`src/hdl/mpd_pkg.sv`:
```
// Shared types, constants and helpers for the mesh packet deframer.
// No dependencies; every other file in hdl/ refers to this package.
package mpd_pkg;

  localparam int MAX_FRAME_BYTES = 256;
  // frame byte count saturates at MAX_FRAME_BYTES + 1
  localparam int FC_W = $clog2(MAX_FRAME_BYTES + 2);

  localparam int MAX_RESULTS = 3;
  localparam int RQ_DEPTH    = 4;
  localparam int RQ_AW       = $clog2(RQ_DEPTH);

  localparam logic [9:0] ADVERT_FULL_LEN = 10'd107;
  localparam logic [9:0] ADVERT_TRIM_LEN = 10'd106;
  localparam logic [8:0] PAYLOAD_SAT     = 9'd511;

  // record kinds
  localparam logic [2:0] KIND_HDR     = 3'd0;
  localparam logic [2:0] KIND_XPORT   = 3'd1;
  localparam logic [2:0] KIND_PATHLEN = 3'd2;
  localparam logic [2:0] KIND_PATH    = 3'd3;
  localparam logic [2:0] KIND_PAYLOAD = 3'd4;
  localparam logic [2:0] KIND_END     = 3'd5;

  // configuration register indexes
  localparam logic [1:0] CFG_XPORT_MASK = 2'd0;
  localparam logic [1:0] CFG_MAX_PATH   = 2'd1;
  localparam logic [1:0] CFG_MAX_PAY    = 2'd2;
  localparam logic [1:0] CFG_ADVERT     = 2'd3;

  typedef struct packed {
    logic [7:0] data_byte;
    logic       end_of_frame;
  } in_t;

  typedef struct packed {
    logic [2:0]  kind;
    logic [15:0] value;
    logic [1:0]  route_code;
    logic [3:0]  pay_code;
    logic [1:0]  version;
    logic        status;
    logic        last;
  } out_t;

  typedef struct packed {
    logic [3:0] transport_route_mask;
    logic [7:0] max_path_len;
    logic [8:0] max_payload_len;
    logic [3:0] advert_type_code;
  } cfg_t;

  // records produced by one input item, first cnt entries valid
  typedef struct packed {
    logic [1:0]                 cnt;
    out_t [MAX_RESULTS-1:0]     rec;
  } res_t;

  function automatic out_t mk_rec(logic [2:0] kind, logic [15:0] value, logic status,
                                  logic last, logic [7:0] hdr);
    out_t r;
    r.kind       = kind;
    r.value      = value;
    r.route_code = hdr[1:0];
    r.pay_code   = hdr[5:2];
    r.version    = hdr[7:6];
    r.status     = status;
    r.last       = last;
    return r;
  endfunction

endpackage

```
`src/hdl/mpd_step.sv`:
```
// Per-byte deframing logic: frame state registers and the record builder.
// Depends on mpd_pkg.
module mpd_step (
  input  logic          clk,
  input  logic          rst_n,
  input  logic          go,
  input  mpd_pkg::in_t  item,
  input  mpd_pkg::cfg_t cfg,
  output mpd_pkg::res_t res
);

  localparam int FCW = mpd_pkg::FC_W;
  localparam logic [FCW-1:0] FC_MAX = FCW'(mpd_pkg::MAX_FRAME_BYTES);

  localparam logic [2:0] PH_HEADER  = 3'd0;
  localparam logic [2:0] PH_XPORT   = 3'd1;
  localparam logic [2:0] PH_PATHLEN = 3'd2;
  localparam logic [2:0] PH_PATH    = 3'd3;
  localparam logic [2:0] PH_PAYLOAD = 3'd4;
  localparam logic [2:0] PH_SWALLOW = 3'd5;

  logic [2:0]     phase_r, phase_nxt;
  logic [1:0]     tcnt_r, tcnt_nxt;
  logic [7:0]     tlow_r, tlow_nxt;
  logic [7:0]     path_r, path_nxt;
  logic [8:0]     pay_r, pay_nxt;
  logic [7:0]     held_r, held_nxt;
  logic           held_vld_r, held_vld_nxt;
  logic [7:0]     hdr_r, hdr_nxt;
  logic           err_r, err_nxt;
  logic [FCW-1:0] fc_r, fc_nxt;

  logic [7:0] b;
  logic       eof;
  logic [2:0] ph_e;
  logic [9:0] pay_next;
  logic [7:0] path_dec;
  logic       trim;
  logic [1:0] n;

  assign b   = item.data_byte;
  assign eof = item.end_of_frame;
  assign pay_next = {1'b0, pay_r} + 10'd1;
  assign path_dec = path_r - 8'd1;

  always_comb begin
    phase_nxt    = phase_r;
    tcnt_nxt     = tcnt_r;
    tlow_nxt     = tlow_r;
    path_nxt     = path_r;
    pay_nxt      = pay_r;
    held_nxt     = held_r;
    held_vld_nxt = held_vld_r;
    hdr_nxt      = hdr_r;
    err_nxt      = err_r;
    fc_nxt       = fc_r;
    ph_e         = phase_r;
    trim         = 1'b0;
    n            = 2'd0;
    res.rec      = '0;

    // frame length guard runs ahead of the phase logic
    if (phase_r == PH_HEADER) begin
      fc_nxt = FCW'(1);
    end else begin
      if (fc_r <= FC_MAX) fc_nxt = fc_r + FCW'(1);
      if (!err_r && (fc_nxt > FC_MAX)) begin
        err_nxt      = 1'b1;
        held_vld_nxt = 1'b0;
        ph_e         = PH_SWALLOW;
        phase_nxt    = PH_SWALLOW;
      end
    end

    case (ph_e)
      PH_HEADER: begin
        hdr_nxt      = b;
        tcnt_nxt     = 2'd0;
        pay_nxt      = 9'd0;
        path_nxt     = 8'd0;
        held_vld_nxt = 1'b0;
        err_nxt      = 1'b0;
        res.rec[n] = mpd_pkg::mk_rec(mpd_pkg::KIND_HDR, {8'd0, b}, 1'b0, 1'b0, b);
        n = n + 2'd1;
        phase_nxt = cfg.transport_route_mask[b[1:0]] ? PH_XPORT : PH_PATHLEN;
        if (eof) begin
          res.rec[n] = mpd_pkg::mk_rec(mpd_pkg::KIND_END, 16'd0, 1'b1, 1'b1, b);
          n = n + 2'd1;
          phase_nxt = PH_HEADER;
        end
      end
      PH_XPORT: begin
        if (!tcnt_r[0]) begin
          tlow_nxt = b;
        end else begin
          res.rec[n] = mpd_pkg::mk_rec(mpd_pkg::KIND_XPORT, {b, tlow_r}, 1'b0, 1'b0, hdr_r);
          n = n + 2'd1;
        end
        if (tcnt_r == 2'd3) begin
          tcnt_nxt  = 2'd0;
          phase_nxt = PH_PATHLEN;
        end else begin
          tcnt_nxt = tcnt_r + 2'd1;
        end
        if (eof) begin
          res.rec[n] = mpd_pkg::mk_rec(mpd_pkg::KIND_END, 16'd0, 1'b1, 1'b1, hdr_r);
          n = n + 2'd1;
          phase_nxt    = PH_HEADER;
          err_nxt      = 1'b0;
          held_vld_nxt = 1'b0;
        end
      end
      PH_PATHLEN: begin
        res.rec[n] = mpd_pkg::mk_rec(mpd_pkg::KIND_PATHLEN, {8'd0, b}, 1'b0, 1'b0, hdr_r);
        n = n + 2'd1;
        if (b > cfg.max_path_len) begin
          err_nxt      = 1'b1;
          held_vld_nxt = 1'b0;
          phase_nxt    = PH_SWALLOW;
          if (eof) begin
            res.rec[n] = mpd_pkg::mk_rec(mpd_pkg::KIND_END, 16'd0, 1'b1, 1'b1, hdr_r);
            n = n + 2'd1;
            phase_nxt = PH_HEADER;
            err_nxt   = 1'b0;
          end
        end else if (eof) begin
          // zero path with nothing after it is a valid empty frame
          res.rec[n] = mpd_pkg::mk_rec(mpd_pkg::KIND_END, 16'd0, b != 8'd0, 1'b1, hdr_r);
          n = n + 2'd1;
          phase_nxt    = PH_HEADER;
          err_nxt      = 1'b0;
          held_vld_nxt = 1'b0;
        end else begin
          path_nxt  = b;
          phase_nxt = (b != 8'd0) ? PH_PATH : PH_PAYLOAD;
        end
      end
      PH_PATH: begin
        res.rec[n] = mpd_pkg::mk_rec(mpd_pkg::KIND_PATH, {8'd0, b}, 1'b0, 1'b0, hdr_r);
        n = n + 2'd1;
        path_nxt = path_dec;
        if (eof) begin
          res.rec[n] = mpd_pkg::mk_rec(mpd_pkg::KIND_END, 16'd0, path_dec != 8'd0, 1'b1,
                                       hdr_r);
          n = n + 2'd1;
          phase_nxt    = PH_HEADER;
          err_nxt      = 1'b0;
          held_vld_nxt = 1'b0;
        end else if (path_dec == 8'd0) begin
          phase_nxt = PH_PAYLOAD;
        end
      end
      PH_PAYLOAD: begin
        if (pay_next > {1'b0, cfg.max_payload_len}) begin
          err_nxt      = 1'b1;
          held_vld_nxt = 1'b0;
          phase_nxt    = PH_SWALLOW;
          if (eof) begin
            res.rec[n] = mpd_pkg::mk_rec(mpd_pkg::KIND_END, 16'd0, 1'b1, 1'b1, hdr_r);
            n = n + 2'd1;
            phase_nxt = PH_HEADER;
            err_nxt   = 1'b0;
          end
        end else begin
          trim = eof && (hdr_r[5:2] == cfg.advert_type_code) &&
                 (pay_next == mpd_pkg::ADVERT_FULL_LEN);
          if (held_vld_r) begin
            res.rec[n] = mpd_pkg::mk_rec(mpd_pkg::KIND_PAYLOAD, {8'd0, held_r}, 1'b0, 1'b0,
                                         hdr_r);
            n = n + 2'd1;
          end
          if (eof) begin
            if (!trim) begin
              res.rec[n] = mpd_pkg::mk_rec(mpd_pkg::KIND_PAYLOAD, {8'd0, b}, 1'b0, 1'b0,
                                           hdr_r);
              n = n + 2'd1;
            end
            res.rec[n] = mpd_pkg::mk_rec(mpd_pkg::KIND_END,
                                         {6'd0, trim ? mpd_pkg::ADVERT_TRIM_LEN : pay_next},
                                         1'b0, 1'b1, hdr_r);
            n = n + 2'd1;
            phase_nxt    = PH_HEADER;
            err_nxt      = 1'b0;
            held_vld_nxt = 1'b0;
            pay_nxt      = 9'd0;
          end else begin
            held_nxt     = b;
            held_vld_nxt = 1'b1;
            pay_nxt      = pay_next[9] ? mpd_pkg::PAYLOAD_SAT : pay_next[8:0];
          end
        end
      end
      default: begin
        if (eof) begin
          res.rec[n] = mpd_pkg::mk_rec(mpd_pkg::KIND_END, 16'd0, 1'b1, 1'b1, hdr_r);
          n = n + 2'd1;
          phase_nxt    = PH_HEADER;
          err_nxt      = 1'b0;
          held_vld_nxt = 1'b0;
        end
      end
    endcase
    res.cnt = go ? n : 2'd0;
  end

  always_ff @(posedge clk) begin
    if (!rst_n) begin
      phase_r    <= PH_HEADER;
      tcnt_r     <= 2'd0;
      tlow_r     <= 8'd0;
      path_r     <= 8'd0;
      pay_r      <= 9'd0;
      held_r     <= 8'd0;
      held_vld_r <= 1'b0;
      hdr_r      <= 8'd0;
      err_r      <= 1'b0;
      fc_r       <= '0;
    end else if (go) begin
      phase_r    <= phase_nxt;
      tcnt_r     <= tcnt_nxt;
      tlow_r     <= tlow_nxt;
      path_r     <= path_nxt;
      pay_r      <= pay_nxt;
      held_r     <= held_nxt;
      held_vld_r <= held_vld_nxt;
      hdr_r      <= hdr_nxt;
      err_r      <= err_nxt;
      fc_r       <= fc_nxt;
    end
  end

endmodule

```
`src/hdl/mpd_rq.sv`:
```
// Result queue: takes up to three records per cycle, hands out one per cycle.
// Depends on mpd_pkg.
module mpd_rq (
  input  logic                     clk,
  input  logic                     rst_n,
  input  mpd_pkg::res_t            push,
  input  logic                     pop,
  output logic                     out_vld,
  output mpd_pkg::out_t            out_data,
  output logic [mpd_pkg::RQ_AW:0]  count
);

  localparam int AW = mpd_pkg::RQ_AW;

  mpd_pkg::out_t mem [mpd_pkg::RQ_DEPTH];

  logic [AW-1:0] wr_r, rd_r;
  logic [AW:0]   cnt_r, cnt_nxt;

  assign out_vld  = (cnt_r != '0);
  assign out_data = mem[rd_r];
  assign count    = cnt_r;
  assign cnt_nxt  = cnt_r + (AW+1)'(push.cnt) - (AW+1)'(pop);

  always_ff @(posedge clk) begin
    for (int i = 0; i < mpd_pkg::MAX_RESULTS; i++) begin
      if (2'(i) < push.cnt) mem[wr_r + AW'(i)] <= push.rec[i];
    end
  end

  always_ff @(posedge clk) begin
    if (!rst_n) begin
      wr_r  <= '0;
      rd_r  <= '0;
      cnt_r <= '0;
    end else begin
      wr_r  <= wr_r + AW'(push.cnt);
      if (pop) rd_r <= rd_r + AW'(1);
      cnt_r <= cnt_nxt;
    end
  end

endmodule

```
`src/hdl/mesh_packet_deframer_unit.sv`:
```
// Each accepted byte is registered; its records then pass through the result queue to
// out_*. One byte per cycle is sustained while out_stall stays low and each byte yields
// at most one record (the result queue drains one a cycle). A byte that ends a frame may
// yield up to three records; the 4-entry result queue stalls input until it has room
// for three. Swallowed bytes yield nothing. Reset (rst_n low, synchronous) empties the
// queue, returns to the header phase and loads the register defaults; no clearing pass.
module mesh_packet_deframer_unit (
  input  logic          clk,
  input  logic          rst_n,
  input  logic          in_vld,
  output logic          in_stall,
  input  mpd_pkg::in_t  in_data,
  output logic          out_vld,
  input  logic          out_stall,
  output mpd_pkg::out_t out_data,
  input  logic          cfg_we,
  input  logic [1:0]    cfg_idx,
  input  logic [8:0]    cfg_wdata
);

  localparam int AW = mpd_pkg::RQ_AW;

  mpd_pkg::cfg_t cfg_r;
  mpd_pkg::in_t  item_r;
  logic          item_vld_r, item_vld_nxt;
  logic          room, go, accept, pop;
  logic [AW:0]   q_count;
  mpd_pkg::res_t res;

  assign room     = q_count <= (AW+1)'(mpd_pkg::RQ_DEPTH - mpd_pkg::MAX_RESULTS);
  assign go       = item_vld_r && room;
  assign in_stall = item_vld_r && !room;
  assign accept   = in_vld && !in_stall;
  assign pop      = out_vld && !out_stall;
  assign item_vld_nxt = accept ? 1'b1 : (go ? 1'b0 : item_vld_r);

  always_ff @(posedge clk) begin
    if (!rst_n) begin
      item_vld_r <= 1'b0;
    end else begin
      item_vld_r <= item_vld_nxt;
    end
  end

  always_ff @(posedge clk) begin
    if (accept) item_r <= in_data;
  end

  always_ff @(posedge clk) begin
    if (!rst_n) begin
      cfg_r.transport_route_mask <= 4'd9;
      cfg_r.max_path_len         <= 8'd64;
      cfg_r.max_payload_len      <= 9'd184;
      cfg_r.advert_type_code     <= 4'd4;
    end else if (cfg_we) begin
      case (cfg_idx)
        mpd_pkg::CFG_XPORT_MASK: cfg_r.transport_route_mask <= cfg_wdata[3:0];
        mpd_pkg::CFG_MAX_PATH:   cfg_r.max_path_len         <= cfg_wdata[7:0];
        mpd_pkg::CFG_MAX_PAY:    cfg_r.max_payload_len      <= cfg_wdata;
        mpd_pkg::CFG_ADVERT:     cfg_r.advert_type_code     <= cfg_wdata[3:0];
        default: ;
      endcase
    end
  end

  mpd_step u_step (
    .clk  (clk),
    .rst_n(rst_n),
    .go   (go),
    .item (item_r),
    .cfg  (cfg_r),
    .res  (res)
  );

  mpd_rq u_rq (
    .clk     (clk),
    .rst_n   (rst_n),
    .push    (res),
    .pop     (pop),
    .out_vld (out_vld),
    .out_data(out_data),
    .count   (q_count)
  );

  a_rq_bound: assert property (@(posedge clk) disable iff (!rst_n)
    q_count <= (AW+1)'(mpd_pkg::RQ_DEPTH))
    else $error("result queue overflow");

  a_push_shows: assert property (@(posedge clk) disable iff (!rst_n)
    (go && res.cnt != 2'd0) |=> out_vld)
    else $error("records pushed but nothing offered");

  a_last_is_end: assert property (@(posedge clk) disable iff (!rst_n)
    (out_vld && out_data.last) |-> (out_data.kind == mpd_pkg::KIND_END))
    else $error("last flag on a non-end record");

  a_status_end_only: assert property (@(posedge clk) disable iff (!rst_n)
    (out_vld && !out_data.last) |-> !out_data.status)
    else $error("status set on a non-end record");

endmodule

```
`config.mk`:
```
export PLATFORM = sky130hd
export DESIGN_NAME = mesh_packet_deframer_unit
export DESIGN_NICKNAME = d
export VERILOG_FILES = /design/src/hdl/mpd_pkg.sv /design/src/hdl/mpd_step.sv /design/src/hdl/mpd_rq.sv /design/src/hdl/mesh_packet_deframer_unit.sv
export SDC_FILE = /design/constraint.sdc
export NUM_CORES = 1
export LEC_CHECK = 0
export ABC_CLOCK_PERIOD_IN_PS = 6940
export BUFFER_PORTS_ARGS = -buffer_cell sky130_fd_sc_hd__buf_2
export CAP_MARGIN = 40
export CORE_MARGIN = 10
export CORE_UTILIZATION = 40
export CTS_BUF_LIST = sky130_fd_sc_hd__clkbuf_4
export CTS_CLUSTER_SIZE = 24
export DETAILED_ROUTE_END_ITERATION = 8
export PLACE_DENSITY = 0.59
export SYNTH_ARGS = -nofsm -noshare
export SYNTH_HDL_FRONTEND = slang
export SYNTH_SLANG_ARGS = --single-unit
```
`constraint.sdc`:
```
create_clock -name clk -period 6.94 [get_ports clk]
set_input_delay 0.694 -clock clk [delete_from_list [all_inputs] [get_ports clk]]
set_output_delay 0.694 -clock clk [all_outputs]
set_load 0.005 [all_outputs]
```
==> summary.md, run 1 <==
| Metric | Value |
|---|---|
| Status | complete, no violations |
| Core area | around 0.032 mm2 |
| Num CTS Buffers | 60 |
| RSZ-0062 raised after global routing | false |
| CTS Sinks | 217 |
| CTS hold repair buffers | 0 |
| Setup tns final | 0 ps |
| Pleak | ~0.0053 uW |
| DP Worst Slack | 1300 ps |
| Synth Area in Compound Gates | between 20 and 25% |
| Sequential share of power | between 40% and 50% |
| Initial antenna violation count | 2 |
| CTS tree | built |
| VDD IR max | approximately 0.00012 V |
| Die Wd | 200 um |
| CP startpoint | u_step.pay_r[0] |
| Total GRT Usage | between 10% and 20% |
| Clock tree buffer depth | 3 |
| Largest family of logic cells by synthesized area | compound AO/OA/AOI/OAI gates |
| Std cell rows | 65 |
| Residual DRC | 0 |
| Switch share | between 30% and 40% |
| Grt total ovfl | 0 |
| DR iter-0 viols | roughly 1200 |
| Chip height | 200 um |
| Clk_lat worst skew | 720 ps |
| Critical path endpoint | u_rq.count[2] |
| Tcrit/Tclk final | 81.6% |
| Port bufs | 55 |
| Crit path DAT | between 6000 and 7000 ps |
| Post-synth EDFFs | 125 |
| Relative slew slack | a little over a third |
| Pwr/cell area | around 270 mW/mm2 |
| Final Setup Violations | 0 |
| Synth Area in Adders | between 3 and 4% |
| Vias in the first global route | between 10000 and 15000 |
| IO Pins | 56 |
| Switch Pwr | approximately 1300 uW |
| Clk root buf | clkbuf_4 |
| Setup crit start kind | flop |
| # fillers | between 3000 and 4000 |
| Power share of the clock group | 29.2% |
| Mux contribution to synthesized area | between 10% and 20% |
| 1st-pass router iterations | 5 |
| Nets | about 1500 |
| Mean post-synth cell area | between 9 and 10 um2 |
| Setup Buffers After CTS | 0 |
| CP Data Required Time | ~7500 ps |
| Hold Vio Cnt, Final | 0 |
| CTS resizes | 0 |
| R2R Setup Slk | roughly 1300 ps |
| Vias post-DR | between 10000 and 15000 |
| XOR/XNOR Fraction of Synth Area | roughly 1.4% |
| H-tree depth | 2 |
| Pins Over Slew Limit | 0 |
| Synth Area in Simple Gates | between 10% and 20% |
| Seq/Total Area, Yosys | between 40 and 50% |
| Critical path's largest stage delay | ~730 ps |
| Fmax | 177 MHz |
| Async S/R FF share, synth | 0% |
| Syn_nets | ~1400 |
| CP most frequent cell | ha_1 |
| Max-cap violation count | 0 |
| P&R area growth vs syn | 10.6% |
| Placer Congestion | just over 0.9 |
| Worst-Margin Slew | 947 ps |
| Critical Path Stages | 20 |
| WL/cell | around 21 um |
| Die area | 0.0398 mm2 |
| FF+latch count, synth | roughly 220 |
| Crit-path cells | ha_1, nand3_1, xnor2_1, ha_1, nand2_1, nor2_1, o32ai_1, o21a_1, a21oi_1, nand3b_1, a211oi_1, inv_1, ha_1, inv_1, ha_1, inv_1, fa_1, xor2_1, xnor2_1, nor2_1 |
| Reg2Reg Depth | 20 |
| Final WL | just under 40000 um |
| Layout cell share with drive strength beyond 1 | 18.4% |
| Worst Setup End Kind | flop |
| Post-Syn Area | 0.0129 mm2 |
| Vias/cell | 5.96 |
| Critical R2R Capture | u_rq.count[2] |
| Top FF cell, synth | edfxtp_1 |
| Comb power frac | 28.7% |
| Synth warn | 0 |
| Half-perimeter wire length after placement | ~27000 um |
| Clock skew | ~50 ps |
| Tmin final | about 5700 ps |
| Yosys cell types | between 80 and 90 |
| Setup CP Type | flop to flop |
| Hold crit path type | input port to flop |
| Clock slew at reported path FFs | about 60 ps |
| Crit Path Max Fanout | 10 |
| Critical-path top delay cell | xnor2_1 |
| Final worst slack | 1280 ps |
| Antenna-violating nets left | 0 |
| Internal power | ~2600 uW |
| Cell family with most CP delay | compound AO/OA/AOI/OAI gates |
| CP bufs+invs | 3 |
| Post-Syn Instances | 1356 |
| Reg2reg start | u_step.pay_r[0] |
| Starting Density | around two fifths |
| First-pass GRT wire length | ~60000 um |
| Largest net degree at the start of global routing | 74 |
area by class of cell:
| class | instances | area [um2] | area share [%] |
|---|---|---|---|
| flip-flops and latches | 217 | 5600 | 39.3 |
| clock inverters | 12 | 61.3 | 0.430 |
| clock buffers | 90 | 676 | 4.74 |
| well taps | 402 | 503 | 3.53 |
| inverters | 43 | 161 | 1.13 |
| repair buffers | 84 | 517 | 3.62 |
| multi-input cells | 998 | 6740 | 47.3 |
| diodes | 1 | 2.50 | 0.0176 |
layout by cell type (no fill, tap or decap), types with 8 or more instances in the layout:
cell	count
buf_4	23
mux4_2	30
a21oi_1	140
nand4_1	10
o211ai_1	20
a22oi_1	14
clkinv_1	9
and2_1	10
o21a_1	12
mux2_2	18
xnor2_1	14
buf_2	58
edfxtp_1	125
o21ai_0	47
nand2_1	152
mux2i_1	40
inv_1	42
nor3_1	18
or3_1	8
o2bb2ai_1	30
a21o_1	9
nor2_1	143
ha_1	33
and3_1	10
a31o_2	9
dfxtp_1	91
nand3_1	71
a32o_1	8
a211oi_1	10
clkbuf_4	90
registers in the layout, summed over array words and instances, names as in the netlist, 9 cells and up, named ones only:
signal	cells
u_step.fc_r	9
item_r	9
u_rq.mem	116
u_step.pay_r	9
cfg_r	25
Yosys cell counts (all sizes together), types with 8 or more instances:
| library cell | count | area (um2) |
|---|---|---|
| nand2 | 154 | 583 |
| nor2 | 146 | 572 |
| a21oi | 143 | 719 |
| edfxtp | 125 | 3750 |
| dfxtp | 92 | 1840 |
| nand3 | 71 | 355 |
| clkbuf | 64 | 240 |
| o21ai | 53 | 265 |
| inv | 43 | 161 |
| mux2i | 40 | 400 |
| buf | 34 | 189 |
| ha | 33 | 413 |
| mux4 | 30 | 676 |
| o2bb2ai | 30 | 263 |
| mux2 | 22 | 251 |
| o211ai | 22 | 175 |
| nor3 | 21 | 115 |
| a22oi | 14 | 105 |
| xnor2 | 14 | 123 |
| o21a | 12 | 90.1 |
| a211oi | 11 | 87.6 |
| and2 | 10 | 62.6 |
| and3 | 10 | 62.6 |
| nand4 | 10 | 62.6 |
| or3 | 10 | 68.8 |
| a21o | 9 | 67.6 |
| a31o | 9 | 78.8 |
| a31oi | 8 | 65.1 |
| a32o | 8 | 80.1 |
how the worst min path moves through the flow:
stage,endpoint,startpoint,cells after the start,slack [ps]
global placement,cfg_r[5],cfg_r[5],2,450
floorplan,cfg_r[24],cfg_r[24],2,440
CTS,item_r[5],in_data[5],1,110
finish,item_r[5],in_data[5],1,170
global route,item_r[5],in_data[5],1,100
detailed placement,cfg_r[12],cfg_r[12],2,450
per-stage QoR:
stage	area, um2	total power, uW	utilization, %	hold slack [ps]	instances
6_report	14300	3850	45.0	168	1847
5_1_grt	14300	4070	45.0	104	1847
4_1_cts	14200	3900	44.9	115	1845
3_5_place_dp	13500	2760	42.6	454	1743
3_3_place_gp	13400	2740	42.4	446	1736
2_1_floorplan	12900	2360	-	436	1356
power by group through the flow:
stage | registers, uW | logic [uW] | clock network (uW)
floorplan | 1600 | 762 | 0
global route | 1630 | 1210 | 1230
CTS | 1620 | 1120 | 1160
finish | 1620 | 1100 | 1120
global placement | 1640 | 1090 | 0
detailed placement | 1650 | 1110 | 0
cells by family after synthesis:
kind of cell | count (synthesis)
flip-flops | 217
buffers and inverters | 141
XOR/XNOR | 21
multiplexers | 92
AO/OA/AOI/OAI | 380
AND/OR/NAND/NOR | 469
adder cells (fa/ha/maj) | 36
layer usage:
metal  GRT usage, %  up-vias  part of all wire [%]
met5              0        -                 0.034
met4           6.00        2                   2.3
met3           3.10       85                   8.0
met2           30.9      489                    46
met1           26.1     5250                    43
li1               -     5175                     -
(Power assumes the default switching activity.)
==> run 2: changes to the inputs <==
Settings changed: ABC_CLOCK_PERIOD_IN_PS 6940 to 5900.
Clock period 6.94 ns to 5.9 ns, I/O delays scaled along.
==> summary.md, run 2 (synthesized netlist as in run 1, its figures left out) <==
| Metric | Value |
|---|---|
| Setup crit start kind | flop |
| Met2 usage | 31.9% (+0.98 points) |
| Clk_lat worst skew | 720 ps (about the same) |
| Grt total ovfl | 0 (unchanged) |
| Hold_sp | in_data[0] |
| CTS Sinks | 217 (unchanged) |
| Pwr/cell area | 318 mW/mm2 (+18%) |
| Top Registers | u_rq.mem (116), cfg_r (25) |
| Most common cell after layout, fill and taps aside | nand2_1 |
| CTS hold repair buffers | 0 (unchanged) |
| Layout cell share with drive strength beyond 1 | 18.8% (+0.41 points) |
| Vias in the first global route | 10473 (-0.59%) |
| RSZ-0062 raised after global routing | false |
| Half-perimeter wire length after placement | 27100 um (+0.34%) |
| Vias post-DR | 10968 (-0.30%) |
| Critical R2R Capture | u_rq.count[2] |
| CP Data Required Time | 6440 ps (-1050 ps) |
| Final Setup Violations | 0 (unchanged) |
| Most frequent cells in the layout | nand2_1 (152), nor2_1 (143), a21oi_1 (140) |
| Status | complete, no violations |
| Clk root buf | clkbuf_4 |
| Crit Path Max Fanout | 10 (unchanged) |
| Tcrit/Tclk final | 89.7% (+8.1 points) |
| Num CTS Buffers | 57 (-5.0%) |
| Core area | 0.0317 mm2 (unchanged) |
| Pleak | 0.00534 uW (+0.60%) |
| Initial antenna violation count | 1 (-1) |
| Vias/cell | 5.92 (-0.68%) |
| Setup Buffers After CTS | 0 (unchanged) |
| Antenna-violating nets left | 0 (unchanged) |
| Max-cap violation count | 0 (unchanged) |
| DR iter-0 viols | 1020 (-16%) |
| Reg2Reg Depth | 21 (+5.0%) |
| Tmin final | 5290 ps (-370 ps) |
| Largest net degree at the start of global routing | 75 (+1.4%) |
| Setup tns final | 0 ps (unchanged) |
| IO Pins | 56 (unchanged) |
| Total GRT Usage | 19.6% (+0.38 points) |
| Crit path DAT | 5830 ps (-380 ps) |
| VDD IR max | 0.000150 V (+26%) |
| Residual DRC | 0 (unchanged) |
| Port bufs | 55 (unchanged) |
| Fmax | 189 MHz (+7.0%) |
| Clock tree buffer depth | 3 (unchanged) |
| H-tree depth | 2 (unchanged) |
| Worst-Margin Slew | 902 ps (-45.6 ps) |
| Placed Cells | 1755 (+0.69%) |
| Chip height | 200 um (unchanged) |
| Clock slew at reported path FFs | 70 ps (about the same) |
| Non-Filler Instances | 1854 (+0.38%) |
| Setup CP Type | flop to flop |
| R2R Setup Slk | 610 ps (-670 ps) |
| Hold path endpoint | item_r[0] |
| Largest register FFs | 116 (unchanged) |
| 1st-pass router iterations | 6 (+1) |
| Met3 Usage GRT | 3.84% (+0.74 points) |
| First-pass GRT wire length | 61000 um (+0.73%) |
| Starting Density | 40.7% (unchanged) |
| Placer Congestion | 1.01 (+8.2%) |
| Hold crit path type | input port to flop |
| Clock skew | 38.0 ps (-11.9 ps) |
| Top reg by flops | u_rq.mem |
| Hold Vio Cnt, Final | 0 (unchanged) |
| Pins Over Slew Limit | 0 (unchanged) |
| CTS tree | built |
| Std cell rows | 65 (unchanged) |
| Worst hold slack | 71.8 ps (-96.5 ps) |
| Util after Layout | 45.1% (+0.12 points) |
| Hold depth | 1 (unchanged) |
| Die Wd | 200 um (unchanged) |
| CTS resizes | 0 (unchanged) |
| Final WL | 39500 um (+2.0%) |
| Worst Setup End Kind | flop |
| P&R area growth vs syn | 10.9% |
| Die area | 0.0398 mm2 (unchanged) |
| GRT Max-Usage Layer | met2 |
| Met1 Use GR | 26.1% (about the same) |
| Nets | 1471 (+0.55%) |
| Relative slew slack | 39.5% (+2.9 points) |
| WL/cell | 21.3 um (+1.6%) |
| Power, Total | 4550 uW (+18%) |
| Reg2reg start | u_step.pay_r[0] |
run 2: layout make-up:
type / count / area (um2)
Inverter: 43 / 161
Antenna cell: 2 / 5.00
Tap cell: 402 / 503
Fill cell: 3151 / 17400
Timing Repair Buffer: 95 / 573
Multi-Input combinational cell: 998 / 6740
Sequential cell: 217 / 5600
Clock inverter: 10 / 68.8
Clock buffer: 87 / 653
run 2: critical path: stages (launching register included):
cell	delay (ps)
dfxtp_1	500
ha_1	330
nand3_1	200
xnor2_1	630
ha_1	370
nand4_1	100
a21oi_1	60
o32ai_1	550
o21a_1	290
a21oi_1	110
nand3b_1	290
a211oi_1	280
buf_4	180
inv_1	40
ha_1	260
inv_1	50
ha_1	130
inv_1	50
fa_1	370
xor2_1	170
xnor2_1	130
nor2_1	50
run 2: how the worst max path moves through the flow:
| stage | start | end | slack [ps] | cells after the start |
|---|---|---|---|---|
| 2_1_floorplan | u_step.pay_r[4] | u_rq.mem[0][0] | 600 | 15 |
| 3_3_place_gp | u_step.pay_r[0] | u_rq.count[2] | 820 | 21 |
| 3_5_place_dp | u_step.pay_r[0] | u_rq.count[2] | 650 | 21 |
| 4_1_cts | u_step.pay_r[0] | u_rq.count[2] | 660 | 21 |
| 5_1_grt | u_step.pay_r[0] | u_rq.count[2] | 170 | 21 |
| 6_report | u_step.pay_r[0] | u_rq.count[2] | 610 | 21 |
run 2: metrics by stage:
step	area (um2)	setup WS (ps)
2_1_floorplan	12900	600
3_3_place_gp	13500	816
3_5_place_dp	13600	648
4_1_cts	14300	663
5_1_grt	14300	168
6_report	14300	610
run 2: per-layer routing:
layer	wire, um	part of all wire [%]
met1	17100	43
met2	18700	47
met3	3110	7.9
met4	589	1.5
met5	0	0
run 2: report_power, final:
part / switching [uW] / internal [uW] / total (uW)
registers: 86.8 / 1810 / 1890
logic: 769 / 550 / 1320
clock network: 627 / 707 / 1330
